### config.mk
export PLATFORM = sky130hd
export DESIGN_NAME = rotary_encoder_button_events_flat
export DESIGN_NICKNAME = d
export VERILOG_FILES = /design/src/sv/reb_pkg.sv /design/src/sv/reb_in_if.sv /design/src/sv/reb_out_if.sv /design/src/sv/reb_cfg_regs.sv /design/src/sv/reb_in_reg.sv /design/src/sv/reb_core.sv /design/src/sv/reb_out_reg.sv /design/src/sv/rotary_encoder_button_events.sv /design/src/flat_wrapper.sv
export VERILOG_INCLUDE_DIRS = /design/src /design/src/sv
export SDC_FILE = /design/constraint.sdc
export NUM_CORES = 1
export LEC_CHECK = 0
export ABC_AREA = 1
export BUFFER_PORTS_ARGS = -buffer_cell sky130_fd_sc_hd__clkbuf_2
export CORE_MARGIN = 5
export CORE_UTILIZATION = 38
export DETAILED_ROUTE_END_ITERATION = 8
export SKIP_CTS_REPAIR_TIMING = 1
export SLEW_MARGIN = 5
export SYNTH_ARGS = -nofsm -noshare
export SYNTH_HDL_FRONTEND = slang
export SYNTH_SLANG_ARGS = --single-unit
### constraint.sdc
create_clock -name clk_i -period 5.7 [get_ports clk_i]
set_clock_uncertainty 0.05 [all_clocks]
set_input_delay 0.285 -clock clk_i [delete_from_list [all_inputs] [get_ports clk_i]]
set_output_delay 0.285 -clock clk_i [all_outputs]
set_load 0.02 [all_outputs]
### src/sv/rotary_encoder_button_events_assert.svh
// ----------------------------------------------------------------------------
// Rotary encoder button events: assertion macros
// Concurrent assertion wrappers clocked on clk_i and disabled during reset.
// ----------------------------------------------------------------------------
`ifndef ROTARY_ENCODER_BUTTON_EVENTS_ASSERT_SVH
`define ROTARY_ENCODER_BUTTON_EVENTS_ASSERT_SVH

`ifndef SYNTHESIS

// The property must hold at every clock edge outside reset.
`define REB_ASSERT(lbl, prop, msg) \
  lbl: assert property (@(posedge clk_i) disable iff (!rst_ni) (prop)) else $error(msg);

// When pre holds at one edge, post must hold at the next edge.
`define REB_ASSERT_NEXT(lbl, pre, post, msg) \
  lbl: assert property (@(posedge clk_i) disable iff (!rst_ni) (pre) |=> (post)) \
    else $error(msg);

`else

`define REB_ASSERT(lbl, prop, msg)
`define REB_ASSERT_NEXT(lbl, pre, post, msg)

`endif

`endif

### src/sv/reb_pkg.sv
// ----------------------------------------------------------------------------
// Rotary encoder button events: package
// Shared types, codes and reset values of the encoder and button decoder.
// ----------------------------------------------------------------------------
`default_nettype none

package reb_pkg;

  localparam int unsigned TimeW    = 32;
  localparam int unsigned CfgIdxW  = 2;
  localparam int unsigned CfgDataW = 16;

  localparam logic [CfgDataW-1:0] DebounceResetMs  = 16'd500;
  localparam logic [CfgDataW-1:0] LongPressResetMs = 16'd2500;

  // Configuration register indexes.
  localparam logic [CfgIdxW-1:0] CFG_IDX_DEBOUNCE   = 2'd0;
  localparam logic [CfgIdxW-1:0] CFG_IDX_LONG_PRESS = 2'd1;

  typedef enum logic [1:0] {
    CMD_EDGE_A = 2'd0,
    CMD_EDGE_B = 2'd1,
    CMD_POLL   = 2'd2
  } cmd_e;

  typedef enum logic [1:0] {
    EV_RIGHT = 2'd0,
    EV_LEFT  = 2'd1,
    EV_SHORT = 2'd2,
    EV_LONG  = 2'd3
  } event_e;

  typedef enum logic [1:0] {
    TURN_NONE  = 2'd0,
    TURN_RIGHT = 2'd1,
    TURN_LEFT  = 2'd2
  } turn_e;

  typedef enum logic [1:0] {
    PH_IDLE    = 2'd0,
    PH_PRESSED = 2'd1,
    PH_AWAIT   = 2'd2
  } phase_e;

  typedef struct packed {
    logic [1:0]       cmd;
    logic             pin_a;
    logic             pin_b;
    logic             button_down;
    logic [TimeW-1:0] now_ms;
  } item_t;

  typedef struct packed {
    logic [CfgDataW-1:0] debounce_ms;
    logic [CfgDataW-1:0] long_press_ms;
  } cfg_t;

  typedef struct packed {
    logic       valid;
    logic [1:0] event_code;
  } result_t;

  typedef struct packed {
    phase_e phase;
    turn_e  turn;
  } status_t;

endpackage

`default_nettype wire

### src/sv/reb_in_if.sv
// ----------------------------------------------------------------------------
// Rotary encoder button events: input channel
// Valid/ready channel carrying one encoder edge or button poll.
// ----------------------------------------------------------------------------
`default_nettype none

interface reb_in_if;
  logic                     valid;
  logic                     ready;
  logic [1:0]               cmd;
  logic                     pin_a;
  logic                     pin_b;
  logic                     button_down;
  logic [reb_pkg::TimeW-1:0] now_ms;

  modport source (output valid, output cmd, output pin_a, output pin_b,
                  output button_down, output now_ms, input ready);
  modport sink   (input valid, input cmd, input pin_a, input pin_b,
                  input button_down, input now_ms, output ready);
endinterface

`default_nettype wire

### src/sv/reb_out_if.sv
// ----------------------------------------------------------------------------
// Rotary encoder button events: output channel
// Valid/ready channel carrying one user event code.
// ----------------------------------------------------------------------------
`default_nettype none

interface reb_out_if;
  logic       valid;
  logic       ready;
  logic [1:0] event_code;

  modport source (output valid, output event_code, input ready);
  modport sink   (input valid, input event_code, output ready);
endinterface

`default_nettype wire

### src/sv/reb_cfg_regs.sv
// ----------------------------------------------------------------------------
// Rotary encoder button events: configuration registers
// Holds the debounce and long-press times written through the write port.
// ----------------------------------------------------------------------------
`default_nettype none

module reb_cfg_regs (
  input  wire logic                          clk_i,
  input  wire logic                          rst_ni,
  input  wire logic                          cfg_we_i,
  input  wire logic [reb_pkg::CfgIdxW-1:0]   cfg_idx_i,
  input  wire logic [reb_pkg::CfgDataW-1:0]  cfg_data_i,
  output reb_pkg::cfg_t                      cfg_o
);

  reb_pkg::cfg_t cfg_q, cfg_d;

  always_comb begin
    cfg_d = cfg_q;
    if (cfg_we_i) begin
      case (cfg_idx_i)
        reb_pkg::CFG_IDX_DEBOUNCE:   cfg_d.debounce_ms   = cfg_data_i;
        reb_pkg::CFG_IDX_LONG_PRESS: cfg_d.long_press_ms = cfg_data_i;
        default: ;
      endcase
    end
  end

  always_ff @(posedge clk_i or negedge rst_ni) begin
    if (!rst_ni) begin
      cfg_q.debounce_ms   <= reb_pkg::DebounceResetMs;
      cfg_q.long_press_ms <= reb_pkg::LongPressResetMs;
    end else begin
      cfg_q <= cfg_d;
    end
  end

  assign cfg_o = cfg_q;

endmodule

`default_nettype wire

### src/sv/reb_in_reg.sv
// ----------------------------------------------------------------------------
// Rotary encoder button events: input register
// Captures one accepted transaction and holds it until the core consumes it.
// ----------------------------------------------------------------------------
`default_nettype none

module reb_in_reg (
  input  wire logic   clk_i,
  input  wire logic   rst_ni,
  reb_in_if.sink      in_if,
  input  wire logic   take_i,
  output logic        valid_o,
  output reb_pkg::item_t item_o
);

  logic           valid_q, valid_d;
  reb_pkg::item_t item_q;
  logic           load;

  // Free when empty or when the held item leaves in this cycle.
  assign in_if.ready = !valid_q || take_i;
  assign load        = in_if.valid && in_if.ready;

  always_comb begin
    valid_d = valid_q;
    if (load) begin
      valid_d = 1'b1;
    end else if (take_i) begin
      valid_d = 1'b0;
    end
  end

  always_ff @(posedge clk_i or negedge rst_ni) begin
    if (!rst_ni) begin
      valid_q <= 1'b0;
    end else begin
      valid_q <= valid_d;
    end
  end

  always_ff @(posedge clk_i) begin
    if (load) begin
      item_q.cmd         <= in_if.cmd;
      item_q.pin_a       <= in_if.pin_a;
      item_q.pin_b       <= in_if.pin_b;
      item_q.button_down <= in_if.button_down;
      item_q.now_ms      <= in_if.now_ms;
    end
  end

  assign valid_o = valid_q;
  assign item_o  = item_q;

endmodule

`default_nettype wire

### src/sv/reb_core.sv
// ----------------------------------------------------------------------------
// Rotary encoder button events: decoder core
// Detent flags, pending turn and button phase, updated once per item.
// ----------------------------------------------------------------------------
`default_nettype none

module reb_core (
  input  wire logic           clk_i,
  input  wire logic           rst_ni,
  input  wire reb_pkg::cfg_t  cfg_i,
  input  wire reb_pkg::item_t item_i,
  input  wire logic           fire_i,
  output reb_pkg::result_t    res_o,
  output reb_pkg::status_t    status_o
);

  logic                       exp_a_q, exp_a_d;
  logic                       exp_b_q, exp_b_d;
  reb_pkg::turn_e             turn_q, turn_d;
  reb_pkg::phase_e            phase_q, phase_d;
  logic [reb_pkg::TimeW-1:0]  last_q, last_d;

  logic [reb_pkg::TimeW-1:0]  elapsed;
  logic                       deb_ok, long_ok, both_high;
  logic                       is_poll, press_br, release_br, long_br;

  assign elapsed   = item_i.now_ms - last_q;
  assign deb_ok    = elapsed >= {16'd0, cfg_i.debounce_ms};
  assign long_ok   = elapsed >= {16'd0, cfg_i.long_press_ms};
  assign both_high = item_i.pin_a && item_i.pin_b;

  // Poll branches in priority order; a later one applies only if none before does.
  assign is_poll    = fire_i && (item_i.cmd == reb_pkg::CMD_POLL);
  assign press_br   = item_i.button_down && (phase_q == reb_pkg::PH_IDLE);
  assign release_br = !item_i.button_down && (phase_q != reb_pkg::PH_IDLE);
  assign long_br    = item_i.button_down && (phase_q == reb_pkg::PH_PRESSED) && long_ok;

  // Next state.
  always_comb begin
    exp_a_d = exp_a_q;
    exp_b_d = exp_b_q;
    turn_d  = turn_q;
    phase_d = phase_q;
    last_d  = last_q;
    if (fire_i) begin
      case (item_i.cmd)
        reb_pkg::CMD_EDGE_A: begin
          if (both_high && exp_a_q) begin
            turn_d  = reb_pkg::TURN_RIGHT;
            exp_a_d = 1'b0;
            exp_b_d = 1'b0;
          end else if (item_i.pin_a && !item_i.pin_b) begin
            exp_b_d = 1'b1;
          end
        end
        reb_pkg::CMD_EDGE_B: begin
          if (both_high && exp_b_q) begin
            turn_d  = reb_pkg::TURN_LEFT;
            exp_a_d = 1'b0;
            exp_b_d = 1'b0;
          end else if (item_i.pin_b && !item_i.pin_a) begin
            exp_a_d = 1'b1;
          end
        end
        reb_pkg::CMD_POLL: begin
          if (press_br) begin
            if (deb_ok) begin
              phase_d = reb_pkg::PH_PRESSED;
              last_d  = item_i.now_ms;
            end
          end else if (release_br) begin
            phase_d = reb_pkg::PH_IDLE;
            last_d  = item_i.now_ms;
          end else if (long_br) begin
            phase_d = reb_pkg::PH_AWAIT;
          end
          turn_d = reb_pkg::TURN_NONE;
        end
        default: ;
      endcase
    end
  end

  // Result of the current item.
  always_comb begin
    res_o.valid      = 1'b0;
    res_o.event_code = reb_pkg::EV_RIGHT;
    if (is_poll) begin
      if (press_br) begin
        res_o.valid = 1'b0;
      end else if (release_br) begin
        res_o.valid      = (phase_q == reb_pkg::PH_PRESSED);
        res_o.event_code = reb_pkg::EV_SHORT;
      end else if (long_br) begin
        res_o.valid      = 1'b1;
        res_o.event_code = reb_pkg::EV_LONG;
      end else if (turn_q != reb_pkg::TURN_NONE) begin
        res_o.valid      = 1'b1;
        res_o.event_code = (turn_q == reb_pkg::TURN_RIGHT) ? reb_pkg::EV_RIGHT
                                                          : reb_pkg::EV_LEFT;
      end
    end
  end

  always_ff @(posedge clk_i or negedge rst_ni) begin
    if (!rst_ni) begin
      exp_a_q <= 1'b0;
      exp_b_q <= 1'b0;
      turn_q  <= reb_pkg::TURN_NONE;
      phase_q <= reb_pkg::PH_IDLE;
      last_q  <= '0;
    end else begin
      exp_a_q <= exp_a_d;
      exp_b_q <= exp_b_d;
      turn_q  <= turn_d;
      phase_q <= phase_d;
      last_q  <= last_d;
    end
  end

  assign status_o.phase = phase_q;
  assign status_o.turn  = turn_q;

endmodule

`default_nettype wire

### src/sv/reb_out_reg.sv
// ----------------------------------------------------------------------------
// Rotary encoder button events: output register
// Holds one event until the receiver takes it and reports when it can load.
// ----------------------------------------------------------------------------
`default_nettype none

module reb_out_reg (
  input  wire logic             clk_i,
  input  wire logic             rst_ni,
  input  wire logic             item_valid_i,
  input  wire reb_pkg::result_t res_i,
  output logic                  take_o,
  reb_out_if.source             out_if
);

  logic       valid_q, valid_d;
  logic [1:0] code_q;

  // An item is consumed only when the slot is empty or drains in this cycle.
  assign take_o = item_valid_i && (!valid_q || out_if.ready);

  always_comb begin
    valid_d = valid_q;
    if (take_o) begin
      valid_d = res_i.valid;
    end else if (out_if.ready) begin
      valid_d = 1'b0;
    end
  end

  always_ff @(posedge clk_i or negedge rst_ni) begin
    if (!rst_ni) begin
      valid_q <= 1'b0;
    end else begin
      valid_q <= valid_d;
    end
  end

  always_ff @(posedge clk_i) begin
    if (take_o && res_i.valid) begin
      code_q <= res_i.event_code;
    end
  end

  assign out_if.valid      = valid_q;
  assign out_if.event_code = code_q;

endmodule

`default_nettype wire

### src/sv/rotary_encoder_button_events.sv
// ----------------------------------------------------------------------------
// Rotary encoder button events: top level
// Turns encoder edges and button polls into turn and press events.
// ----------------------------------------------------------------------------
// Usage:
//   evt_in_i carries one transaction per encoder edge (cmd edge on A or B, with
//   both pin levels) or per button poll (button level and a millisecond time).
//   evt_out_o carries event codes: right turn, left turn, short and long press.
//   Edges never produce an event; a poll produces at most one.
//   The config port writes the debounce time (index 0) and the long-press time
//   (index 1); write only while no transaction is in flight.
// Timing:
//   An accepted transaction is registered in the input register, decoded from
//   there, and its event, if any, is registered in the output register, which
//   drives evt_out_o. One transaction per cycle is sustained unless a stalled
//   receiver holds an event; the single decode stage and the 32-bit
//   elapsed-time subtract and compare set the clock period.
// Reset:
//   Asynchronous, active low. Detent flags, pending turn and button phase clear,
//   the last change time becomes zero, and the times return to 500 and 2500 ms.
// Stalls:
//   A held event waits in the output register; one more transaction waits in
//   the input register, and evt_in_i.ready drops only when both are full.
// ----------------------------------------------------------------------------
`default_nettype none

`include "rotary_encoder_button_events_assert.svh"

module rotary_encoder_button_events (
  input  wire logic                          clk_i,
  input  wire logic                          rst_ni,
  input  wire logic                          cfg_we_i,
  input  wire logic [reb_pkg::CfgIdxW-1:0]   cfg_idx_i,
  input  wire logic [reb_pkg::CfgDataW-1:0]  cfg_data_i,
  reb_in_if.sink                             evt_in_i,
  reb_out_if.source                          evt_out_o
);

  reb_pkg::cfg_t    cfg;
  reb_pkg::item_t   item;
  reb_pkg::result_t res;
  reb_pkg::status_t status;
  logic             item_valid;
  logic             take;

  // Debounce and long-press times.
  reb_cfg_regs u_cfg (
    .clk_i      (clk_i),
    .rst_ni     (rst_ni),
    .cfg_we_i   (cfg_we_i),
    .cfg_idx_i  (cfg_idx_i),
    .cfg_data_i (cfg_data_i),
    .cfg_o      (cfg)
  );

  // Input register: one transaction waits here for the decode stage.
  reb_in_reg u_in (
    .clk_i   (clk_i),
    .rst_ni  (rst_ni),
    .in_if   (evt_in_i),
    .take_i  (take),
    .valid_o (item_valid),
    .item_o  (item)
  );

  // Decoder state updates only when the item actually moves on.
  reb_core u_core (
    .clk_i    (clk_i),
    .rst_ni   (rst_ni),
    .cfg_i    (cfg),
    .item_i   (item),
    .fire_i   (take),
    .res_o    (res),
    .status_o (status)
  );

  // Output register decides when the decode stage may advance.
  reb_out_reg u_out (
    .clk_i        (clk_i),
    .rst_ni       (rst_ni),
    .item_valid_i (item_valid),
    .res_i        (res),
    .take_o       (take),
    .out_if       (evt_out_o)
  );

  // Only polls produce events.
  `REB_ASSERT(a_event_from_poll, !res.valid || (item.cmd == reb_pkg::CMD_POLL), "event from non-poll")

  // Every processed poll leaves no turn pending.
  `REB_ASSERT_NEXT(a_poll_clears_turn, take && (item.cmd == reb_pkg::CMD_POLL), status.turn == reb_pkg::TURN_NONE, "turn survived a poll")

  // A long press moves the button to awaiting release.
  `REB_ASSERT_NEXT(a_long_to_await, take && res.valid && (res.event_code == reb_pkg::EV_LONG), status.phase == reb_pkg::PH_AWAIT, "long press without await")

  // A poll with the button up always returns the button to idle.
  `REB_ASSERT_NEXT(a_release_idle, take && (item.cmd == reb_pkg::CMD_POLL) && !item.button_down, status.phase == reb_pkg::PH_IDLE, "release left button busy")

endmodule

`default_nettype wire

### src/flat_wrapper.sv
// flat-port wrapper written by rule: the top's interface ports become plain ports
module rotary_encoder_button_events_flat 
  (clk_i, rst_ni, cfg_we_i, cfg_idx_i, cfg_data_i, evt_in_i_valid, evt_in_i_cmd, evt_in_i_pin_a, evt_in_i_pin_b, evt_in_i_button_down, evt_in_i_now_ms, evt_in_i_ready, evt_out_o_valid, evt_out_o_event_code, evt_out_o_ready);
  reb_in_if evt_in_i_i ();
  reb_out_if evt_out_o_i ();
  input  wire logic clk_i;
  input  wire logic rst_ni;
  input  wire logic cfg_we_i;
  input  wire logic [reb_pkg::CfgIdxW-1:0] cfg_idx_i;
  input  wire logic [reb_pkg::CfgDataW-1:0] cfg_data_i;
  input wire logic [$bits(evt_in_i_i.valid)-1:0] evt_in_i_valid;
  input wire logic [$bits(evt_in_i_i.cmd)-1:0] evt_in_i_cmd;
  input wire logic [$bits(evt_in_i_i.pin_a)-1:0] evt_in_i_pin_a;
  input wire logic [$bits(evt_in_i_i.pin_b)-1:0] evt_in_i_pin_b;
  input wire logic [$bits(evt_in_i_i.button_down)-1:0] evt_in_i_button_down;
  input wire logic [$bits(evt_in_i_i.now_ms)-1:0] evt_in_i_now_ms;
  output wire logic [$bits(evt_in_i_i.ready)-1:0] evt_in_i_ready;
  output wire logic [$bits(evt_out_o_i.valid)-1:0] evt_out_o_valid;
  output wire logic [$bits(evt_out_o_i.event_code)-1:0] evt_out_o_event_code;
  input wire logic [$bits(evt_out_o_i.ready)-1:0] evt_out_o_ready;
  assign evt_in_i_i.valid = evt_in_i_valid;
  assign evt_in_i_i.cmd = evt_in_i_cmd;
  assign evt_in_i_i.pin_a = evt_in_i_pin_a;
  assign evt_in_i_i.pin_b = evt_in_i_pin_b;
  assign evt_in_i_i.button_down = evt_in_i_button_down;
  assign evt_in_i_i.now_ms = evt_in_i_now_ms;
  assign evt_in_i_ready = evt_in_i_i.ready;
  assign evt_out_o_valid = evt_out_o_i.valid;
  assign evt_out_o_event_code = evt_out_o_i.event_code;
  assign evt_out_o_i.ready = evt_out_o_ready;
  rotary_encoder_button_events u_core (.clk_i(clk_i), .rst_ni(rst_ni), .cfg_we_i(cfg_we_i), .cfg_idx_i(cfg_idx_i), .cfg_data_i(cfg_data_i), .evt_in_i(evt_in_i_i), .evt_out_o(evt_out_o_i));
endmodule
Word level (Yosys, flattened, before mapping):

Cells that the tools add are included.

* register bits after elaboration: 111
* input bits: 60
* output and inout port bits: 4
* word-level logic and storage cells: 99

* $add $sub $neg: 1
* magnitude comparators: 2
* equality and inequality tests: 10
* mux-type cells: 29
* bitwise operators: 1
* reductions and logical operators: 40

Operator list (count)
* $mux 32: 3
* $ge 32x16->1: 2
* $sub 32x32->32: 1
* $reduce_and 4->1: 5
* $mux 2: 7
* $logic_and 1x1->1: 13
* $mux 1: 12
* $mux 3: 4
* $reduce_bool 2->1: 6
* $eq 2x1->1 const B: 4
* $logic_not 2->1: 3
* $ne 2x2->1 const B: 3
* $ne 3x3->1 const B: 2
* $pmux 2 s3: 1
* $reduce_bool 3->1: 2
* $logic_not 1->1: 5
* $pmux 1 s2: 2
* $reduce_and 2->1: 2
* $reduce_or 3->1: 1
* $eq 2x2->1 const B: 1
* $logic_or 1x1->1: 2
* $reduce_or 2->1: 1
* $not 1->1: 1

Depth between registers and ports, before layout:

Gate-level depths: netlist (run 1).

* word-level depth: 8
* gate-level depth with buffers: 25
* mapped depth without buffers: 24

By module:

From an unflattened synthesis (run 1), not the netlist that was laid out.

* cell total of the unflattened synthesis: 1135
* area, all modules: 8041.5 um^2

By module, submodules not included
* reb_core: times used 1, cells an instance 939, area each 5398.9 um^2, seq. area each 950.9 um^2
* reb_cfg_regs: times used 1, cells an instance 142, area each 1362.6 um^2, seq. area each 814.5 um^2
* reb_in_reg: times used 1, cells an instance 43, area each 1156.1 um^2, seq. area each 1136.1 um^2
* reb_out_reg: times used 1, cells an instance 11, area each 123.9 um^2, seq. area each 85.1 um^2

Least setup slack after synthesis (run 1):

Ideal clock, no wire load.

* kind: flip-flop to flip-flop
* from: register u_core.u_core.last_q[0] (netlist name)
* to: register u_core.u_core.last_q[0] (netlist name)
* setup time: 0.117 ns
* data arrival time: 2.816 ns
* required time: 5.533 ns
* slack: 2.717 ns
* cell stages (with the launch flop): 19
* path buffers: 1
* period minus slack after synthesis: 2.983 ns
* path through: dfrtp_1 ha_1 fa_1 inv_1 nand2_1 nand3_1 nand2_1 nand2_1 xor2_1 ha_1 nand2_1 nor2_1 a2111oi_0 nand2_1 nor2_4 nor2_8 buf_2 nand3_1 nand2_1

* word-level cells in the longest chain between the ends: 4

Ends and longest elaborated chain
* from (decl): RTL line reb_core.sv:21 `logic [reb_pkg::TimeW-1:0] last_q, last_d;`
* from (signal assigned): RTL line reb_core.sv:117 `last_q <= last_d;`
* $sub 32x32->32: RTL line reb_core.sv:27 `assign elapsed = item_i.now_ms - last_q;`
* $ge 32x16->1: RTL line reb_core.sv:28 `assign deb_ok = elapsed >= {16'd0, cfg_i.debounce_ms};`
* $ne 2x2->1 (no source line)
* $reduce_and 4->1 (no source line)

Every way passes these cells.
A chain may end at the register's enable or synchronous reset.

Worst setup path after layout (run 1):

* from: register u_core.u_in.item_q, in the netlist u_core.u_in.item_o[0]
* to: register u_core.u_core.last_q[17] (netlist name)

* word-level cells in the longest chain between the ends: 4

Ends and longest elaborated chain
* from (decl): RTL line reb_in_reg.sv:17 `reb_pkg::item_t item_q;`
* $sub 32x32->32: RTL line reb_core.sv:27
* $ge 32x16->1: RTL line reb_core.sv:28
* $ne 2x2->1 (no source line)
* $reduce_and 4->1 (no source line)

Every way passes these cells.

==> results.sh, run 1 <==
export IMPL_yosys_area_share_simple_pct=30.7
export IMPL_rows=52
export IMPL_use_met3_pct=2.50
export IMPL_grt_pass1_wl_microns=30500
export IMPL_final_area_sq_mm=0.00875
export IMPL_outcome="complete, but fails checks"
export IMPL_drtIter0Drc=455
export IMPL_min_period_ns=3.85
export IMPL_synthesis_area_sq_mm=0.00784
export IMPL_final_common_cell="nand2_1"
export IMPL_crit_required_ns=5.90
export IMPL_critPathLaunchType="flip-flop"
export IMPL_holdWs_ns=-0.00195
export IMPL_busiest_layer="met2"
export IMPL_gr_usage_all_layers_pct=15.7
export IMPL_clkLatencyLatePin_ns=0.37
export IMPL_core_sq_mm=0.0203
export IMPL_overflow=0
export IMPL_synthAdderAreaFrac_pct=11.4
export IMPL_root_buffer="clkbuf_16"
export IMPL_setup_viol=0
export IMPL_syn_inst=1124
export IMPL_synthMuxAreaShare_pct=0
export IMPL_drtPass1Iterations=4
export IMPL_placed_area_sq_mm=0.00842
export IMPL_arrival_ns=4.05
export IMPL_portBuffers=63
export IMPL_postSynthAreaPerCell_sq_um=6.97
export IMPL_vias_per_cell=4.52
export IMPL_clock_sinks=111
export IMPL_relSlewSlack_pct=29.7
export IMPL_tightest_slew_ns=1.05
export IMPL_cts_made_buffers=9
export IMPL_vias=6600
export IMPL_finalCoreUtilization_pct=43.1
export IMPL_final_cell_mix="nand2_1 (424), inv_1 (237), nand3_1 (73)"
export IMPL_antennaDiodeCount=0
export IMPL_hpwlAfterDp_microns=14100
export IMPL_p_per_area_mw_per_mm2=489
export IMPL_reg2regPathDepth=21
export IMPL_hold_viol_final=1
export IMPL_violations="negative hold slack"
export IMPL_period_share_pct=67.6
export IMPL_grt_max_degree=73
export IMPL_ir_drop_v=0.000188
export IMPL_area_growth_pct=11.7
export IMPL_drive_gt1_share_pct=8.83
export IMPL_crit_type="reg -> reg"
export IMPL_worst_slack_ns=1.85
export IMPL_antenna_found_initial=0
export IMPL_gr_usage_met1_pct=22.2
export IMPL_die_h_microns=154
export IMPL_maxCapViolCount=0
export IMPL_die_w_microns=154
export IMPL_yosys_warnings=0
export IMPL_initial_utilization_pct=38.6
export IMPL_p_leak_nw=4.98
export IMPL_cp_max_fo=36
export IMPL_seq_area_frac_synth_pct=38.1
export IMPL_grt_pass1_vias=6278
export IMPL_post_route_drc_count=0
export IMPL_synth_edf_count=39
export IMPL_synth_compound_area_share_pct=5.51
export IMPL_async_flop_share_pct=64.9
export IMPL_ant_nets=0
export IMPL_synth_top_family_by_area="simple AND/OR/NAND/NOR gates"
export IMPL_drt_wirelength_per_cell_microns=12.2
export IMPL_min_path_type="in -> async"
export IMPL_routed_wl_microns=17800
export IMPL_fmax_ghz=0.259
export IMPL_syn_nets=1255
export IMPL_synthFlopType="dfrtp_1"
export IMPL_synth_cell_types=37
export IMPL_synth_seq_cells=111
export IMPL_cts_tree="done"
export IMPL_ios=64
export IMPL_critPathCaptureType="flip-flop"
export IMPL_slew_violations=0
export IMPL_final_nets=1315
export IMPL_rsz0062_at_grt="false"
export IMPL_dieArea_sq_mm=0.0236
export IMPL_clockBufferDepth=2
export IMPL_fin_setup_tns_ns=0
export IMPL_clk_pin_slew_ns=0.08
export IMPL_pre_cts_ws_ns=1.83
export IMPL_synthXorXnorAreaFrac_pct=1.68
export IMPL_grt_util_met2_pct=25.4
export IMPL_htreeDepth=3
export IMPL_place_congestion=0.929
## worst max-delay path: stages (launching register included)
cell,delay [ns]
edfxtp_1,0.38
inv_1,0.05
ha_1,0.20
fa_1,0.40
inv_1,0.14
nand3_1,0.08
nand3_1,0.17
nand2_1,0.07
nand2_1,0.14
xor2_1,0.25
ha_1,0.19
a21oi_1,0.06
nor3_1,0.17
a211oi_1,0.06
nand2_1,0.08
nand2_1,0.05
nand2_1,0.09
nor2_4,0.06
nor2_8,0.43
nand2_4,0.37
nand2_1,0.15
nand2_1,0.05
## kinds of logic (layout without fill, tap and decap cells)
family	after synthesis	after routing
AOI/OAI and AO/OA	81	81
xor gates and xnor gates	15	15
and+or+nand+nor	592	592
DFF	111	111
adders and majority gates	71	71
buffers and inverters	254	319
## layer usage
metal,up-vias,wire [microns]
met5,-,0
met4,0,198
met3,14,601
met2,94,8140
met1,2935,8900
li1,3557,-
## sequential cells by signal (all words and copies together) (netlist names)
name,count
u_core.u_core.turn_q,2
u_core.u_core.exp_a_q,1
u_core.u_cfg.cfg_o,32
u_core.u_core.phase_q,2
u_core.u_out.out_if.event_code,2
u_core.u_in.item_o,37
u_core.u_out.out_if.valid,1
u_core.u_core.last_q,32
u_core.u_core.exp_b_q,1
u_core.u_in.valid_o,1
## power breakdown
part / switching (W) / total, W / internal [W]
combinational: 0.00160 / 0.00248 / 0.000882
clock: 0.000316 / 0.000676 / 0.000360
sequential: 0.0000990 / 0.00112 / 0.00102
total: 0.00201 / 0.00428 / 0.00226
## metrics by stage
stage | total power (W) | hold WS, ns | std cells
final | 0.00428 | -0.00195 | 1459
after global routing | 0.00481 | 0.0277 | 1459
after CTS | 0.00432 | 0.0274 | 1459
after detailed placement | 0.00362 | 0.408 | 1443
after global placement | 0.00358 | 0.407 | 1443
after floorplan | 0.00302 | -0.0606 | 1124
## area by class of cell
| class | count | area [sq um] |
|---|---|---|
| fillers | 2150 | 11500 |
| well taps | 270 | 338 |
| multi-input cells | 759 | 3870 |
| repair buffers | 65 | 333 |
| flip-flops and latches | 111 | 2990 |
| clock inverters | 5 | 57.6 |
| clock buffers | 11 | 275 |
| inverters | 238 | 893 |
## worst paths after layout
kind                       slack [ns]                      from                       end
min                            -0.002                    rst_ni  u_core.u_core.last_q[30]
min reg2reg                      0.42  u_core.u_core.last_q[17]  u_core.u_core.last_q[17]
max                              1.85     u_core.u_in.item_o[0]  u_core.u_core.last_q[17]
min in group clk_i               0.04       evt_in_i_now_ms[17]    u_core.u_in.item_o[17]
max in group asynchronous        4.95                    rst_ni   u_core.u_core.last_q[5]
max reg2reg                      1.85     u_core.u_in.item_o[0]  u_core.u_core.last_q[17]
## synth_stat cells, types with 4 or more instances
cell type	number	area share, %
nor2_2	5	0.40
edfxtp_1	39	15
nor2_1	68	3.3
clkbuf_1	9	0.43
nor3_1	4	0.26
inv_1	237	11
ha_1	70	11
dfstp_2	11	3.7
o21ai_0	36	2.3
nand4_1	6	0.48
nand3_1	73	4.7
nand2_1	424	20
dfrtp_1	61	19
xor2_1	13	1.5
a21oi_1	35	2.2
Note: power is estimated with default switching activity, not from simulation.
==> inputs of run 2 (changes only) <==
- ABC_AREA: 1 -> 0
- clock period: 5.7 -> 4 ns (I/O delays scaled with it)
==> results.sh, run 2 <==
export IMPL_yosysTopAreaCellShare_pct=21.3
export IMPL_initial_utilization_pct=38.4
export IMPL_finalNonFillerCells=1062
export IMPL_root_buffer="clkbuf_16"
export IMPL_largest_register_ffs=37
export IMPL_grt_max_degree=47
export IMPL_cp_max_fo=5
export IMPL_yosysMostFrequentCell="inv_1"
export IMPL_area_growth_pct=25.4
export IMPL_ys_top_cells_by_area="dfrtp_1 (21%), edfxtp_1 (16%), ha_1 (12%)"
export IMPL_p_leak_nw=4.13
export IMPL_rows=50
export IMPL_maxCapViolCount=0
export IMPL_clk_pin_slew_ns=0.08
export IMPL_post_route_drc_count=0
export IMPL_crit_required_ns=4.19
export IMPL_ant_nets=0
export IMPL_crit_type="reg -> reg"
export IMPL_placed_area_sq_mm=0.00787
export IMPL_cp_startpoint="u_core.u_in.item_o[6]"
export IMPL_setup_viol=0
export IMPL_min_path_type="in -> reg"
export IMPL_crit_end="u_core.u_core.last_q[27]"
export IMPL_cts_tree="done"
export IMPL_clockBufferDepth=2
export IMPL_postSynthAreaPerCell_sq_um=10.4
export IMPL_dieArea_sq_mm=0.0217
export IMPL_finalCoreUtilization_pct=48.1
export IMPL_cts_made_buffers=9
export IMPL_drive_gt1_share_pct=29.5
export IMPL_critPathCaptureType="flip-flop"
export IMPL_clock_sinks=111
export IMPL_routed_wl_microns=15900
export IMPL_crit_cells=14
export IMPL_relSlewSlack_pct=40.0
export IMPL_outcome="finished, final reports clean"
export IMPL_critPathLaunchType="flip-flop"
export IMPL_rsz0062_at_grt="true"
export IMPL_drtPass1Iterations=5
export IMPL_grt_pass1_vias=5153
export IMPL_synth_edf_count=39
export IMPL_fmax_ghz=0.257
export IMPL_final_common_cell="inv_1"
export IMPL_busiest_layer="met2"
export IMPL_cp_top_family="compound AO/OA/AOI/OAI gates"
export IMPL_die_h_microns=147
export IMPL_vias=5346
export IMPL_vias_per_cell=5.03
export IMPL_worst_path_buf_inv=1
export IMPL_hpwlAfterDp_microns=11500
export IMPL_antenna_found_initial=0
export IMPL_async_flop_share_pct=64.9
export IMPL_reg2regPathDepth=14
export IMPL_synthesis_area_sq_mm=0.00715
export IMPL_pre_cts_ws_ns=-0.187
export IMPL_synth_seq_cells=111
export IMPL_final_cell_mix="inv_1 (75), ha_1 (66), clkbuf_2 (62)"
export IMPL_ir_drop_v=0.000285
export IMPL_final_nets=954
export IMPL_final_area_sq_mm=0.00897
export IMPL_portBuffers=63
export IMPL_grt_util_met2_pct=21.2
export IMPL_crit_path_cell_trace="ha_4 -> a21o_1 -> a311o_1 -> a31o_1 -> nor2_2 -> o21ai_2 -> xor2_2 -> ha_1 -> and3_4 -> a221oi_4 -> nand3_4 -> o211ai_4 -> clkbuf_16 -> mux2_4"
export IMPL_overflow=0
export IMPL_slew_violations=0
export IMPL_die_w_microns=147
export IMPL_synth_cell_types=74
export IMPL_arrival_ns=4.08
export IMPL_grt_pass1_wl_microns=25200
export IMPL_syn_nets=816
export IMPL_reg2reg_to="u_core.u_core.last_q[27]"
export IMPL_gr_usage_met1_pct=20.8
export IMPL_core_sq_mm=0.0186
export IMPL_drt_wirelength_per_cell_microns=15.0
export IMPL_use_met3_pct=3.05
export IMPL_seq_area_frac_synth_pct=41.8
export IMPL_place_congestion=0.847
export IMPL_tightest_slew_ns=0.900
export IMPL_ios=64
export IMPL_synthFlopType="dfrtp_1"
export IMPL_yosys_warnings=0
export IMPL_synthTopCellsByCount="inv_1 (77), ha_1 (70), dfrtp_1 (61)"
export IMPL_worst_slack_ns=0.112
export IMPL_drtIter0Drc=327
export IMPL_hold_viol_final=0
export IMPL_clkLatencyLatePin_ns=0.36
export IMPL_r2r_slack_ns=0.11
export IMPL_p_per_area_mw_per_mm2=721
export IMPL_fin_setup_tns_ns=0
export IMPL_gr_usage_all_layers_pct=14.2
export IMPL_cp_slowest_cell="edfxtp_1"
export IMPL_syn_inst=685
export IMPL_htreeDepth=3
export IMPL_cp_slowest_stage_delay_ns=0.47
export IMPL_antennaDiodeCount=0
export IMPL_r2r_start="u_core.u_in.item_o[6]"
export IMPL_min_period_ns=3.89
export IMPL_placedCellCount=992
export IMPL_period_share_pct=97.2
export IMPL_yosys_area_top_type="dfrtp_1"
==> run 2: cell type report <==
type | instances | area [sq um]
fillers | 1748 | 9670
clock buffers | 9 | 225
clock inverters | 7 | 66.3
inverters | 77 | 289
flip-flops and latches | 111 | 2990
repair buffers | 146 | 1100
well taps | 234 | 293
multi-input cells | 478 | 4010
==> run 2: report_power, final <==
group	total [W]	switching, W	internal [W]
clock network	0.000883	0.000446	0.000437
logic	0.00395	0.00207	0.00188
registers	0.00163	0.000157	0.00147
==> run 2: worst register-to-register path, stage by stage (launching register included) <==
cell,delay [ns]
edfxtp_1,0.47
ha_4,0.25
a21o_1,0.19
a311o_1,0.38
a31o_1,0.24
nor2_2,0.15
o21ai_2,0.08
xor2_2,0.21
ha_1,0.36
and3_4,0.18
a221oi_4,0.30
nand3_4,0.13
o211ai_4,0.21
clkbuf_16,0.25
mux2_4,0.29
==> run 2: worst min-delay path by stage <==
stage | startpoint | endpoint | slack (ns) | cells past startpoint
6_report | cfg_data_i[4] | u_core.u_cfg.cfg_o[20] | 0.002 | 3
5_1_grt | cfg_data_i[5] | u_core.u_cfg.cfg_o[21] | 0.008 | 3
2_1_floorplan | rst_ni | u_core.u_cfg.cfg_o[0] | -0.15 | 0
4_1_cts | rst_ni | u_core.u_core.exp_a_q | -0.17 | 1
3_3_place_gp | rst_ni | u_core.u_core.exp_a_q | 0.21 | 1
3_5_place_dp | rst_ni | u_core.u_core.exp_a_q | 0.23 | 1
==> run 2: cells by family (layout without fill, tap and decap cells) <==
kind of cell	Yosys count	in the layout	share of synthesized area (%)
multiplexers	55	55	10.1
adder cells (fa/ha/maj)	71	71	12.5
AND/OR/NAND/NOR	158	158	11.1
flip-flops	111	111	41.8
buffers and inverters	96	239	5.89
XOR/XNOR	20	20	2.45
AO/OA/AOI/OAI	174	174	16.1
==> run 2: stage by stage <==
step,hold WS [ns],total power (W)
finish,0.00236,0.00647
global route,0.00767,0.00705
CTS,-0.168,0.00599
detailed placement,0.228,0.00507
global placement,0.207,0.00504
floorplan,-0.146,0.00418
==> run 2: routing by layer <==
layer	share of wire [%]	up-vias	wire, microns
met5	0	-	0
met4	1.2	0	185
met3	4.1	13	645
met2	44	95	7020
met1	51	2508	8070
li1	-	2730	-
==> inputs of run 3 (changes only) <==
- BUFFER_PORTS_ARGS: -buffer_cell sky130_fd_sc_hd__clkbuf_2 -> -buffer_cell sky130_fd_sc_hd__buf_2
- GPL_ROUTABILITY_DRIVEN: unset -> 0
==> results.sh, run 3 (synthesis gave the netlist of run 2 again) <==
export IMPL_overflow=0
export IMPL_vias_per_cell=5.08
export IMPL_drt_wirelength_per_cell_microns=15.0
export IMPL_outcome="finished, final reports clean"
export IMPL_largest_register_ffs=37
export IMPL_die_h_microns=147
export IMPL_initial_utilization_pct=38.4
export IMPL_rows=50
export IMPL_drtIter0Drc=237
export IMPL_clk_pin_slew_ns=0.08
export IMPL_hold_viol_final=0
export IMPL_min_path_type="in -> reg"
export IMPL_crit_path_cell_trace="inv_1 -> ha_2 -> fa_2 -> nand2b_4 -> a21oi_4 -> o21ai_0 -> buf_4 -> nor4_1 -> nand3_1 -> a32oi_1 -> nand4_1 -> nor4_2 -> buf_4 -> nand3_2 -> o211ai_4 -> clkbuf_16 -> mux2_4"
export IMPL_fin_setup_tns_ns=0
export IMPL_r2r_start="u_core.u_in.item_o[0]"
export IMPL_grt_pass1_vias=5211
export IMPL_final_common_cell="inv_1"
export IMPL_cp_startpoint="u_core.u_in.item_o[0]"
export IMPL_clock_sinks=111
export IMPL_worst_slack_ns=0.0399
export IMPL_pre_cts_ws_ns=-0.243
export IMPL_p_leak_nw=4.09
export IMPL_period_share_pct=99.0
export IMPL_cpMostUsedCell="buf_4"
export IMPL_cp_max_fo=6
export IMPL_tightest_slew_ns=0.877
export IMPL_antennaDiodeCount=0
export IMPL_clockBufferDepth=2
export IMPL_root_buffer="clkbuf_16"
export IMPL_core_sq_mm=0.0186
export IMPL_min_period_ns=3.96
export IMPL_maxCapViolCount=0
export IMPL_drtPass1Iterations=5
export IMPL_vias=5387
export IMPL_clkLatencyLatePin_ns=0.36
export IMPL_cts_tree="done"
export IMPL_setup_viol=0
export IMPL_routed_wl_microns=15900
export IMPL_final_area_sq_mm=0.00889
export IMPL_portBuffers=63
export IMPL_post_route_drc_count=0
export IMPL_htreeDepth=3
export IMPL_crit_type="reg -> reg"
export IMPL_cp_slowest_stage_delay_ns=0.40
export IMPL_critPathLaunchType="flip-flop"
export IMPL_placed_area_sq_mm=0.00787
export IMPL_rsz0062_at_grt="true"
export IMPL_grt_pass1_wl_microns=25200
export IMPL_arrival_ns=4.16
export IMPL_ios=64
export IMPL_slew_violations=0
export IMPL_grt_max_degree=47
export IMPL_p_per_area_mw_per_mm2=722
export IMPL_cp_slowest_cell="nor4_1"
export IMPL_area_growth_pct=24.3
export IMPL_die_w_microns=147
export IMPL_relSlewSlack_pct=41.6
export IMPL_antenna_found_initial=0
export IMPL_min_delay_start="cfg_data_i[9]"
export IMPL_ant_nets=0
export IMPL_dieArea_sq_mm=0.0217
export IMPL_drive_gt1_share_pct=28.1
export IMPL_crit_required_ns=4.20
export IMPL_critPathCaptureType="flip-flop"
export IMPL_fmax_ghz=0.253
export IMPL_gr_usage_all_layers_pct=14.1
export IMPL_hpwlAfterDp_microns=11400
export IMPL_final_cell_mix="inv_1 (77), ha_1 (67), buf_2 (63)"
export IMPL_final_nets=952
export IMPL_cts_made_buffers=9
export IMPL_fillerInstances=1718
export IMPL_ir_drop_v=0.000290
[run 3: layout make-up]
type | count | area, sq um | share of cell area (%)
inverters | 77 | 289 | 3.25
flip-flops and latches | 111 | 2990 | 33.6
clock buffers | 9 | 225 | 2.53
multi-input cells | 478 | 3940 | 44.3
repair buffers | 144 | 1080 | 12.2
clock inverters | 7 | 76.3 | 0.859
well taps | 234 | 293 | 3.29
[run 3: worst paths after layout]
path                       cells after the start  slack (ns)                        to
setup reg to reg                              17        0.04  u_core.u_core.last_q[14]
max in group asynchronous                      3        2.47    u_core.u_cfg.cfg_o[13]
setup / recovery                              17        0.04  u_core.u_core.last_q[14]
hold / removal                                 3       0.009    u_core.u_cfg.cfg_o[25]
min in group asynchronous                      2        0.35     u_core.u_core.exp_a_q
hold reg to reg                                2        0.45   u_core.u_core.turn_q[0]
[run 3: metrics by stage]
step | utilization (%) | hold slack, ns | instances | total power (W)
floorplan | - | -0.146 | 685 | 0.00418
global placement | 42.2 | 0.206 | 992 | 0.00504
detailed placement | 42.2 | 0.221 | 992 | 0.00507
CTS | 43.8 | -0.176 | 1008 | 0.00602
global route | 47.7 | 0.0109 | 1060 | 0.00699
finish | 47.7 | 0.00903 | 1060 | 0.00641
[run 3: per-layer routing]
metal  global-route usage [%]  routed length [microns]  share of wire [%]  vias to the layer above
li1                         -                        -                  -                     2729
met1                     20.4                     7980                 50                     2546
met3                     2.90                      608                3.8                       18
met5                        0                        0                  0                        -
met2                     21.6                     7010                 44                       94
met4                     3.68                      311                2.0                        0
[run 3: critical path, delay by kind of cell, from the launching register on]
family          cells  cell delay [ns]
compound gates      4             0.78
mux                 1             0.29
buf+inv             4             0.66
fa+ha+maj           2             0.52
flops               1             0.36
simple gates        6             1.16
[run 3: report_power, final]
part / internal, W / leakage [nW] / switching, W
sequential: 0.00147 / 1.23 / 0.000154
clock: 0.000442 / 0.146 / 0.000455
combinational: 0.00185 / 2.72 / 0.00204
total: 0.00377 / 4.09 / 0.00265
